==> src/sv/dicg_pkg.sv <==
// Shared widths, bit positions and command codes for the disk interface control glue.
package dicg_pkg;

   localparam int CmdWidth   = 2;
   localparam int DataWidth  = 8;
   localparam int DriveWidth = 2;
   localparam int LineCmdWidth = 2;

   // Input command codes.
   localparam logic [CmdWidth-1:0] CMD_CTRL_WRITE  = 2'd0;
   localparam logic [CmdWidth-1:0] CMD_INTR_CHANGE = 2'd1;
   localparam logic [CmdWidth-1:0] CMD_DRQ_CHANGE  = 2'd2;

   // Halt line commands.
   localparam logic [LineCmdWidth-1:0] HALT_NONE    = 2'd0;
   localparam logic [LineCmdWidth-1:0] HALT_RELEASE = 2'd1;
   localparam logic [LineCmdWidth-1:0] HALT_ASSERT  = 2'd2;

   // NMI line commands.
   localparam logic [LineCmdWidth-1:0] NMI_NONE   = 2'd0;
   localparam logic [LineCmdWidth-1:0] NMI_CLEAR  = 2'd1;
   localparam logic [LineCmdWidth-1:0] NMI_ASSERT = 2'd2;

   // Control byte bit positions.
   localparam int BIT_HALT_EN  = 7;
   localparam int BIT_DRIVE3   = 6;
   localparam int BIT_DENS_NMI = 5;
   localparam int BIT_DRIVE2   = 2;
   localparam int BIT_DRIVE1   = 1;
   localparam int BIT_DRIVE0   = 0;

   // Drive numbers.
   localparam logic [DriveWidth-1:0] DRIVE_0 = 2'd0;
   localparam logic [DriveWidth-1:0] DRIVE_1 = 2'd1;
   localparam logic [DriveWidth-1:0] DRIVE_2 = 2'd2;
   localparam logic [DriveWidth-1:0] DRIVE_3 = 2'd3;

   // Downstream delay before an asserted halt takes effect.
   localparam int HALT_DELAY_CYCLES = 7;

endpackage

==> src/sv/dicg_req_if.sv <==
// Request channel: control writes and controller line changes.
interface dicg_req_if
   import dicg_pkg::*;
();
   logic                 valid;
   logic                 ready;
   logic [CmdWidth-1:0]  cmd;
   logic [DataWidth-1:0] data;
   logic                 level;

   modport source (output valid, output cmd, output data, output level, input ready);
   modport sink   (input valid, input cmd, input data, input level, output ready);
endinterface

==> src/sv/dicg_rsp_if.sv <==
// Response channel: drive decode and halt/NMI line commands.
interface dicg_rsp_if
   import dicg_pkg::*;
();
   logic                    valid;
   logic                    ready;
   logic [DriveWidth-1:0]   drive_sel;
   logic                    side_sel;
   logic                    double_density;
   logic [LineCmdWidth-1:0] halt_cmd;
   logic [LineCmdWidth-1:0] nmi_cmd;

   modport source (output valid, output drive_sel, output side_sel, output double_density,
                   output halt_cmd, output nmi_cmd, input ready);
   modport sink   (input valid, input drive_sel, input side_sel, input double_density,
                   input halt_cmd, input nmi_cmd, output ready);
endinterface

==> src/sv/disk_interface_control_glue.sv <==
// Top level of the disk interface control glue: input register, decode, result register.
//
//   channel   direction  word contents
//   req_ch    in         cmd, data, level
//   rsp_ch    out        drive_sel, side_sel, double_density, halt_cmd, nmi_cmd
//
// Each word passes through the input register and then the result register; one word is
// taken every cycle while the response side does not stall.
// The control byte and line levels update when a word moves into the result register.
// Synchronous reset clears the control byte and interrupt level and sets the data
// request level. A stalled response holds its word; the input register still takes one
// more word, and the request side stalls only when both registers are full.
module disk_interface_control_glue
   import dicg_pkg::*;
(
   input logic           clock,
   input logic           reset,
   dicg_req_if.sink      req_ch,
   dicg_rsp_if.source    rsp_ch
);

   // Input register.
   logic                 s1_valid_ff, s1_valid_in;
   logic [CmdWidth-1:0]  s1_cmd_ff;
   logic [DataWidth-1:0] s1_data_ff;
   logic                 s1_level_ff;

   // Block state.
   logic [DataWidth-1:0] ctrl_ff, ctrl_in;
   logic                 intr_ff, intr_in;
   logic                 drq_ff, drq_in;

   // Result register.
   logic                    out_valid_ff, out_valid_in;
   logic [DriveWidth-1:0]   drive_ff, drive_in;
   logic                    side_ff, side_in;
   logic                    dens_ff;
   logic [LineCmdWidth-1:0] halt_ff, halt_in;
   logic [LineCmdWidth-1:0] nmi_ff, nmi_in;

   logic req_take;
   logic out_load;

   assign out_load     = s1_valid_ff && (!out_valid_ff || rsp_ch.ready);
   assign req_ch.ready = !s1_valid_ff || out_load;
   assign req_take     = req_ch.valid && req_ch.ready;

   assign s1_valid_in  = req_take ? 1'b1 : (out_load ? 1'b0 : s1_valid_ff);
   assign out_valid_in = out_load ? 1'b1 : (rsp_ch.ready ? 1'b0 : out_valid_ff);

   always_comb begin
      ctrl_in = ctrl_ff;
      intr_in = intr_ff;
      drq_in  = drq_ff;
      halt_in = HALT_NONE;
      nmi_in  = NMI_NONE;
      case (s1_cmd_ff)
         CMD_CTRL_WRITE: begin
            ctrl_in = s1_data_ff;
            halt_in = (s1_data_ff[BIT_HALT_EN] && !drq_ff) ? HALT_ASSERT : HALT_RELEASE;
            // A pending interrupt with NMI enabled releases halt and wins over an assert.
            if (s1_data_ff[BIT_DENS_NMI] && intr_ff) begin
               ctrl_in[BIT_HALT_EN] = 1'b0;
               halt_in = HALT_RELEASE;
               nmi_in  = NMI_ASSERT;
            end else begin
               nmi_in = NMI_CLEAR;
            end
         end
         CMD_INTR_CHANGE: begin
            intr_in = s1_level_ff;
            if (!s1_level_ff) begin
               nmi_in = NMI_CLEAR;
            end else begin
               ctrl_in[BIT_HALT_EN] = 1'b0;
               halt_in = HALT_RELEASE;
               nmi_in  = ctrl_ff[BIT_DENS_NMI] ? NMI_ASSERT : NMI_CLEAR;
            end
         end
         CMD_DRQ_CHANGE: begin
            drq_in = s1_level_ff;
            if (!s1_level_ff && ctrl_ff[BIT_HALT_EN]) begin
               halt_in = HALT_ASSERT;
            end else begin
               halt_in = HALT_RELEASE;
            end
         end
         default: begin
         end
      endcase
   end

   // Drive decode from the updated control byte, drive bits tested 2, 1, 0, then 3.
   always_comb begin
      if (ctrl_in[BIT_DRIVE2]) begin
         drive_in = DRIVE_2;
      end else if (ctrl_in[BIT_DRIVE1]) begin
         drive_in = DRIVE_1;
      end else if (ctrl_in[BIT_DRIVE0]) begin
         drive_in = DRIVE_0;
      end else if (ctrl_in[BIT_DRIVE3]) begin
         drive_in = DRIVE_3;
      end else begin
         drive_in = DRIVE_0;
      end
      side_in = ctrl_in[BIT_DRIVE3] && (drive_in != DRIVE_3);
   end

   always_ff @(posedge clock) begin
      if (reset) begin
         s1_valid_ff  <= 1'b0;
         out_valid_ff <= 1'b0;
         ctrl_ff      <= '0;
         intr_ff      <= 1'b0;
         drq_ff       <= 1'b1;
      end else begin
         s1_valid_ff  <= s1_valid_in;
         out_valid_ff <= out_valid_in;
         if (out_load) begin
            ctrl_ff <= ctrl_in;
            intr_ff <= intr_in;
            drq_ff  <= drq_in;
         end
      end
   end

   always_ff @(posedge clock) begin
      if (req_take) begin
         s1_cmd_ff   <= req_ch.cmd;
         s1_data_ff  <= req_ch.data;
         s1_level_ff <= req_ch.level;
      end
      if (out_load) begin
         drive_ff <= drive_in;
         side_ff  <= side_in;
         dens_ff  <= ctrl_in[BIT_DENS_NMI];
         halt_ff  <= halt_in;
         nmi_ff   <= nmi_in;
      end
   end

   assign rsp_ch.valid          = out_valid_ff;
   assign rsp_ch.drive_sel      = drive_ff;
   assign rsp_ch.side_sel       = side_ff;
   assign rsp_ch.double_density = dens_ff;
   assign rsp_ch.halt_cmd       = halt_ff;
   assign rsp_ch.nmi_cmd        = nmi_ff;

   // An asserted interrupt line always leaves halt disabled in the control byte.
   assert property (@(posedge clock) disable iff (reset)
      (out_load && s1_cmd_ff == CMD_INTR_CHANGE && s1_level_ff) |=> !ctrl_ff[BIT_HALT_EN])
      else $error("halt enable survived an interrupt");

   // NMI is only raised with NMI enabled, and it always comes with a halt release.
   assert property (@(posedge clock) disable iff (reset)
      (rsp_ch.valid && rsp_ch.nmi_cmd == NMI_ASSERT) |->
         (rsp_ch.double_density && rsp_ch.halt_cmd == HALT_RELEASE))
      else $error("NMI assert without enable or halt release");

   // Side 1 never goes with drive 3.
   assert property (@(posedge clock) disable iff (reset)
      (rsp_ch.valid && rsp_ch.side_sel) |-> (rsp_ch.drive_sel != DRIVE_3))
      else $error("side select on drive 3");

   // A word held in the input register is never dropped while the output stalls.
   assert property (@(posedge clock) disable iff (reset)
      (s1_valid_ff && !out_load) |=> s1_valid_ff)
      else $error("input word lost");

endmodule
==> src/flat_wrapper.sv <==
// flat-port wrapper written by rule: the top's interface ports become plain ports
module disk_interface_control_glue_flat import dicg_pkg::*;
  (clock, reset, req_ch_valid, req_ch_cmd, req_ch_data, req_ch_level, req_ch_ready, rsp_ch_valid, rsp_ch_drive_sel, rsp_ch_side_sel, rsp_ch_double_density, rsp_ch_halt_cmd, rsp_ch_nmi_cmd, rsp_ch_ready);
  dicg_req_if req_ch_i ();
  dicg_rsp_if rsp_ch_i ();
  input logic clock;
  input logic reset;
  input wire logic [$bits(req_ch_i.valid)-1:0] req_ch_valid;
  input wire logic [$bits(req_ch_i.cmd)-1:0] req_ch_cmd;
  input wire logic [$bits(req_ch_i.data)-1:0] req_ch_data;
  input wire logic [$bits(req_ch_i.level)-1:0] req_ch_level;
  output wire logic [$bits(req_ch_i.ready)-1:0] req_ch_ready;
  output wire logic [$bits(rsp_ch_i.valid)-1:0] rsp_ch_valid;
  output wire logic [$bits(rsp_ch_i.drive_sel)-1:0] rsp_ch_drive_sel;
  output wire logic [$bits(rsp_ch_i.side_sel)-1:0] rsp_ch_side_sel;
  output wire logic [$bits(rsp_ch_i.double_density)-1:0] rsp_ch_double_density;
  output wire logic [$bits(rsp_ch_i.halt_cmd)-1:0] rsp_ch_halt_cmd;
  output wire logic [$bits(rsp_ch_i.nmi_cmd)-1:0] rsp_ch_nmi_cmd;
  input wire logic [$bits(rsp_ch_i.ready)-1:0] rsp_ch_ready;
  assign req_ch_i.valid = req_ch_valid;
  assign req_ch_i.cmd = req_ch_cmd;
  assign req_ch_i.data = req_ch_data;
  assign req_ch_i.level = req_ch_level;
  assign req_ch_ready = req_ch_i.ready;
  assign rsp_ch_valid = rsp_ch_i.valid;
  assign rsp_ch_drive_sel = rsp_ch_i.drive_sel;
  assign rsp_ch_side_sel = rsp_ch_i.side_sel;
  assign rsp_ch_double_density = rsp_ch_i.double_density;
  assign rsp_ch_halt_cmd = rsp_ch_i.halt_cmd;
  assign rsp_ch_nmi_cmd = rsp_ch_i.nmi_cmd;
  assign rsp_ch_i.ready = rsp_ch_ready;
  disk_interface_control_glue u_core (.clock(clock), .reset(reset), .req_ch(req_ch_i), .rsp_ch(rsp_ch_i));
endmodule
==> config.mk <==
export PLATFORM = sky130hd
export DESIGN_NAME = disk_interface_control_glue_flat
export DESIGN_NICKNAME = d
export VERILOG_FILES = /design/src/sv/dicg_pkg.sv /design/src/sv/dicg_req_if.sv /design/src/sv/dicg_rsp_if.sv /design/src/sv/disk_interface_control_glue.sv /design/src/flat_wrapper.sv
export SDC_FILE = /design/constraint.sdc
export NUM_CORES = 1
export LEC_CHECK = 0
export ABC_AREA = 1
export BUFFER_PORTS_ARGS = -buffer_cell sky130_fd_sc_hd__buf_2
export CAP_MARGIN = 25
export CORE_MARGIN = 2
export CORE_UTILIZATION = 49
export DETAILED_ROUTE_END_ITERATION = 10
export PLACE_DENSITY = 0.75
export SETUP_SLACK_MARGIN = 0.5
export SLEW_MARGIN = 20
export SYNTH_ARGS = -nofsm -noshare
export SYNTH_HDL_FRONTEND = slang
export SYNTH_SLANG_ARGS = --single-unit
==> constraint.sdc <==
create_clock -name clock -period 1.8 [get_ports clock]
set_clock_uncertainty 0.05 [all_clocks]
set_input_delay 0.36 -clock clock [delete_from_list [all_inputs] [get_ports clock]]
set_output_delay 0.36 -clock clock [all_outputs]
set_load 0.03 [all_outputs]
Word level (Yosys, flattened, before mapping)
Index checks and enable logic that the tools add are counted.

Multiplexer cells: 21. Eq/ne operators: 4. Reductions and logical operators: 20.

Operators with widths (number): two-way mux 2 bit (10); two-way mux 1 bit (7); two-way mux 7 bit (1); logical AND 1 bit (6); one-hot mux 2 bit (3 select lines) (1); AND reduction 2 bit (3); nonzero test 2 bit (3); logical NOT 1 bit (4); one-hot mux 2 bit (2 select lines) (1); AND reduction 3 bit (1); == test 2 x 1 -> 1 bit (second input constant) (1); == test 2 bit (second input constant) (1); logical NOT 2 bit (1); logical OR 1 bit (2); inequality test 2 x 1 -> 1 bit (second input constant) (1); inequality test 2 bit (second input constant) (1); one-hot mux 1 bit (2 select lines) (1).

Output and inout bits: 10. Input port bits: 15. Word-level logic and storage cells: 60. Register bits after elaboration: 31.

Depth between registers and ports, before layout
Depth after elaboration: 8. Mapped depth: 7. Gate-level depth less buffers: 6.

Least setup slack after synthesis
No wires, ideal clock.

Kind: register -> register. Start: register u_core.out_valid_ff (netlist: u_core.rsp_ch.valid). End: register u_core.s1_cmd_ff[0] (enable). Clock period less this slack: 1500 ps. Cell stages (with the launch flop): 4. Required time: 1472 ps. Path slack: 300 ps. Path buffers: 0. Arrival: 1172 ps. Cell sequence: dfxtp_1 -> nand3_1 -> nand2_1 -> inv_1.

Longest elaborated chain between the ends: 5.

RTL lines: start, declared (RTL line disk_interface_control_glue.sv:34) `logic out_valid_ff, out_valid_in;`; start signal, assigned (RTL line disk_interface_control_glue.sv:118) `out_valid_ff <= out_valid_in;`; logical NOT 1 bit (RTL line disk_interface_control_glue.sv:44) `assign out_load = s1_valid_ff && (!out_valid_ff || rsp_ch.ready);`; logical OR 1 bit (RTL line disk_interface_control_glue.sv:44); logical AND 1 bit (RTL line disk_interface_control_glue.sv:44); logical OR 1 bit (RTL line disk_interface_control_glue.sv:45) `assign req_ch.ready = !s1_valid_ff || out_load;`; via req_ch_ready (RTL line flat_wrapper.sv:12) `output wire logic [$bits(req_ch_i.ready)-1:0] req_ch_ready;`; logical AND 1 bit (RTL line disk_interface_control_glue.sv:46) `assign req_take = req_ch.valid && req_ch.ready;`; via u_core.req_take (RTL line disk_interface_control_glue.sv:41) `logic req_take;`; end signal, assigned (RTL line disk_interface_control_glue.sv:129) `s1_cmd_ff <= req_ch.cmd;`; end, declared (RTL line disk_interface_control_glue.sv:24) `logic [CmdWidth-1:0] s1_cmd_ff;`.

The timed path passes the listed nets, and every way through them passes these cells. A chain may end at the register's enable or synchronous reset.

Worst setup path in the final report
Start: register u_core.s1_valid_ff. End: output req_ch_ready.

Longest elaborated chain between the ends: 2. Elaborated cells on any way between the ends: 3. Those cells by class: 3 x reduce/logical.

RTL lines: start, declared (RTL line disk_interface_control_glue.sv:23) `logic s1_valid_ff, s1_valid_in;`; start signal, assigned (RTL line disk_interface_control_glue.sv:117) `s1_valid_ff <= s1_valid_in;`; logical NOT 1 bit or logical AND 1 bit (tied branches) (RTL line disk_interface_control_glue.sv:45, disk_interface_control_glue.sv:44); logical OR 1 bit * (RTL line disk_interface_control_glue.sv:45); end, declared (RTL line flat_wrapper.sv:12).

Every way passes the cells marked *; elsewhere a longest branch is shown, timed or not.

==> metrics.csv <==
stage,metric,value,unit
critical_path,critPathKind,reg2out,
die,io-pin-count,25,
sta,finalHoldViolCount,0,
synth,syn_nets,121,
critical_path,cp.arrival,0.92,ns
clock_tree,clock-root-buffer,clkbuf_4,
pwr,irDropWorstVdd,0.0005137,V
critical_path,reg2reg_slack,0.52,ns
die,start_util,50.75,%
pwr,internal-power,853.4,uW
synth,synth-xor-area-share,0,%
synth,synth_compound_area_share,14.66,%
grt,grt_pass1_wl,2911,um
detailed_routing,ant_nets,0,
job,max-cap-violations,0,
pwr,switchingPower,287.6,uW
synth,synth_cell_type_count,22,
detailed_routing,routedWlPerCell,11.06,um
grt,track_usage,15.38,%
clock_tree,clk_pin_slew,0.14,ns
sta,slew_headroom,84.78,%
clock_tree,cts_tree,done,
placement,numPortBuffers,22,
placement,placedCellCount,155,
grt,antenna_found_initial,0,
detailed_routing,post-route-drc-count,0,
sta,fin_crit,1.332,ns
die,die_w,51.41,um
pwr,power.leakage,0.6023,nW
clock_tree,cts_made_buffers,3,
critical_path,worstPathMaxFanout,2,
synth,synthSimpleGateAreaFrac,13.30,%
detailed_routing,num_vias,823,
status,status,completed,
critical_path,cp_slowest_stage_delay,0.36,ns
worst_hold_path,hold_depth,1,
clock_tree,htreeDepth,1,
die,die_h,51.41,um
grt,overflow,0,
clock_tree,insertion_delay,0.32,ns
layout,insertedDiodeCount,0,
layout,post-route-util,65.28,%
placement,hpwl,1219,um
layout,final_cells,169,
critical_path,crit_chain,nand3_2 -> buf_6,
synth,yosysTopAreaCell,edfxtp_1,
pwr,seqPwrFrac,62.9,%
detailed_routing,drt-total-wl,1869,um
critical_path,path_buf_inv,1,
sta,rsz0062_at_grt,yes,
pwr,swShare,25.21,%
die,die_area,2642,um2
critical_path,worstRegToRegCells,6,
critical_path,path_depth,2,
critical_path,critPathSlowestCell,dfxtp_2,
layout,finish.instance_area,1416,um2
synth,synth_mux_area_share,0,%
synth,yosys_register_bits,27,
layout,multi_input_area,325.3,um2
sta,fin_tns_setup,0,ns
layout,ff_latch_area,713.2,um2
clock_tree,clock-sinks,27,
layout,fillerInstances,165,
placement,gp_congestion,0.7960,
critical_path,end_kind,output pin,
sta,slew_viol_final,0,
synth,synth_fa_ha_area_share,0,%
clock_tree,cts_buffer_depth,2,
detailed_routing,first_iter_violations,30,
synth,ys_top_cells_by_area,"edfxtp_1 (46%), dfxtp_1 (18%), nand2_1 (5.5%)",
layout,final_nets,157,
pwr,combPwrFrac,14.6,%
grt,grt_max_degree,22,
sta,post-route-period-util,74.02,%
pwr,finalPower,1.141,mW
die,core_area,2170,um2
layout,area_growth,28.64,%
synth,synth_top_family_by_area,compound AO/OA/AOI/OAI gates,
sta,setup_viol,0,
critical_path,required,1.39,ns
synth,synthesis.area,1101,um2
sta,worstMarginPinSlew,0.2283,ns
sta,max_freq,750.5,MHz
grt,first_global_vias,691,
pwr,power_density,805.6,nW/um2
synth,yosys_warnings,0,
worst_hold_path,hold_path.class,in2reg,
placement,place_area,1241,um2
detailed_routing,dr.pass1.iters,4,
synth,seq_area_frac_synth,64.55,%
detailed_routing,drt-vias-per-instance,4.870,
synth,netlist_instances,106,
synth,syn_area_per_cell,10.39,um2
die,rows,17,
critical_path,start_kind,flip-flop,
synth,yosysTopAreaCellShare,46.36,%
layout,drive_above_1_share,38.30,%
pwr,clkPwrFrac,22.5,%
critical_path,path_delay_family,flip-flops,
==> final timing paths <==
| kind | endpoint | from |
|---|---|---|
| max | req_ch_ready | u_core.s1_valid_ff$_SDFFE_PP0P_ |
| min | u_core.s1_data_ff[1]$_DFFE_PP_ | req_ch_data[1] |
| max reg2reg | u_core.intr_ff$_SDFFE_PP0P_ | u_core.s1_cmd_ff[0]$_DFFE_PP_ |
| min reg2reg | u_core.ctrl_ff[7]$_SDFFE_PP0P_ | u_core.ctrl_ff[7]$_SDFFE_PP0P_ |
==> cells in the final DEF, fill, tap and decap left out, drive strengths merged <==
cell type	n
a21boi	1
a21oi	9
a22oi	1
a31oi	1
buf	31
clkbuf	4
clkinvlp	2
dfxtp	10
edfxtp	17
inv	18
nand2	21
nand3	5
nand4	1
nor2	3
nor3	1
o21a	1
o21ai	14
o22ai	1
==> cells in the mapped netlist <==
| library cell | instances |
|---|---|
| edfxtp_1 | 17 |
| nand2_1 | 16 |
| inv_1 | 15 |
| dfxtp_1 | 10 |
| a21oi_1 | 9 |
| o21ai_0 | 9 |
| nand3_1 | 5 |
| inv_2 | 4 |
| nand2_2 | 4 |
| o21ai_1 | 3 |
| nor2_1 | 2 |
| o21ai_2 | 2 |
| a21boi_2 | 1 |
| a22oi_1 | 1 |
| a31oi_1 | 1 |
| buf_6 | 1 |
| nand2_4 | 1 |
| nand4_1 | 1 |
| nor2_2 | 1 |
| nor3_1 | 1 |
| o21a_1 | 1 |
| o22ai_1 | 1 |
==> what timing repair did <==
| action | CTS | global route |
|---|---|---|
| endpoints found under the setup margin | 5 | 21 |
| gates resized for setup | 6 | 28 |
| cloned | 0 | 1 |
| hold buffers | 0 | 0 |
| setup buffers | 3 | 6 |
| pin swaps | 1 | 3 |
==> layout make-up <==
type                            instances  area share, %
Sequential cell                        27          50.35
Multi-Input combinational cell         59          22.97
Timing Repair Buffer                   31          16.52
Inverter                               19          5.477
Tap cell                               28          2.473
Clock buffer                            4          1.855
Timing Repair inverter                  1         0.3534
==> routing by layer <==
layer | global-route usage [%] | share of wire (%)
met1 | 18.85 | 43
met2 | 24.36 | 52
met3 | 3.509 | 3.9
met4 | 9.649 | 1.5
met5 | 0 | 0
==> stage by stage <==
step,hold slack [ns],setup WS [ns]
floorplan,0.3717,0.5430
global placement,0.4198,0.4379
detailed placement,0.4213,0.4339
CTS,0.1501,0.4828
global route,0.1331,0.4019
finish,0.1476,0.4676
==> logic make-up (layout without fill, tap and decap cells) <==
family                 Yosys count  after routing
and+or+nand+nor                 31             31
AOI/OAI and AO/OA               28             28
DFF                             27             27
buffers and inverters           20             55
==> flip-flops by register name, summed over array words and instances, names as in the netlist, 2 cells and up <==
register and flops:
u_core.rsp_ch.halt_cmd 2, u_core.ctrl_ff 6, u_core.rsp_ch.nmi_cmd 2, u_core.s1_cmd_ff 2
u_core.s1_data_ff 6, u_core.rsp_ch.drive_sel 2
==> power by group through the flow <==
stage	registers [mW]	clock network, mW	logic, mW
finish	0.718	0.257	0.166
global route	0.722	0.290	0.184
CTS	0.715	0.255	0.140
detailed placement	0.728	0	0.133
global placement	0.727	0	0.129
floorplan	0.748	0	0.0765
(Power assumes the default switching activity.)
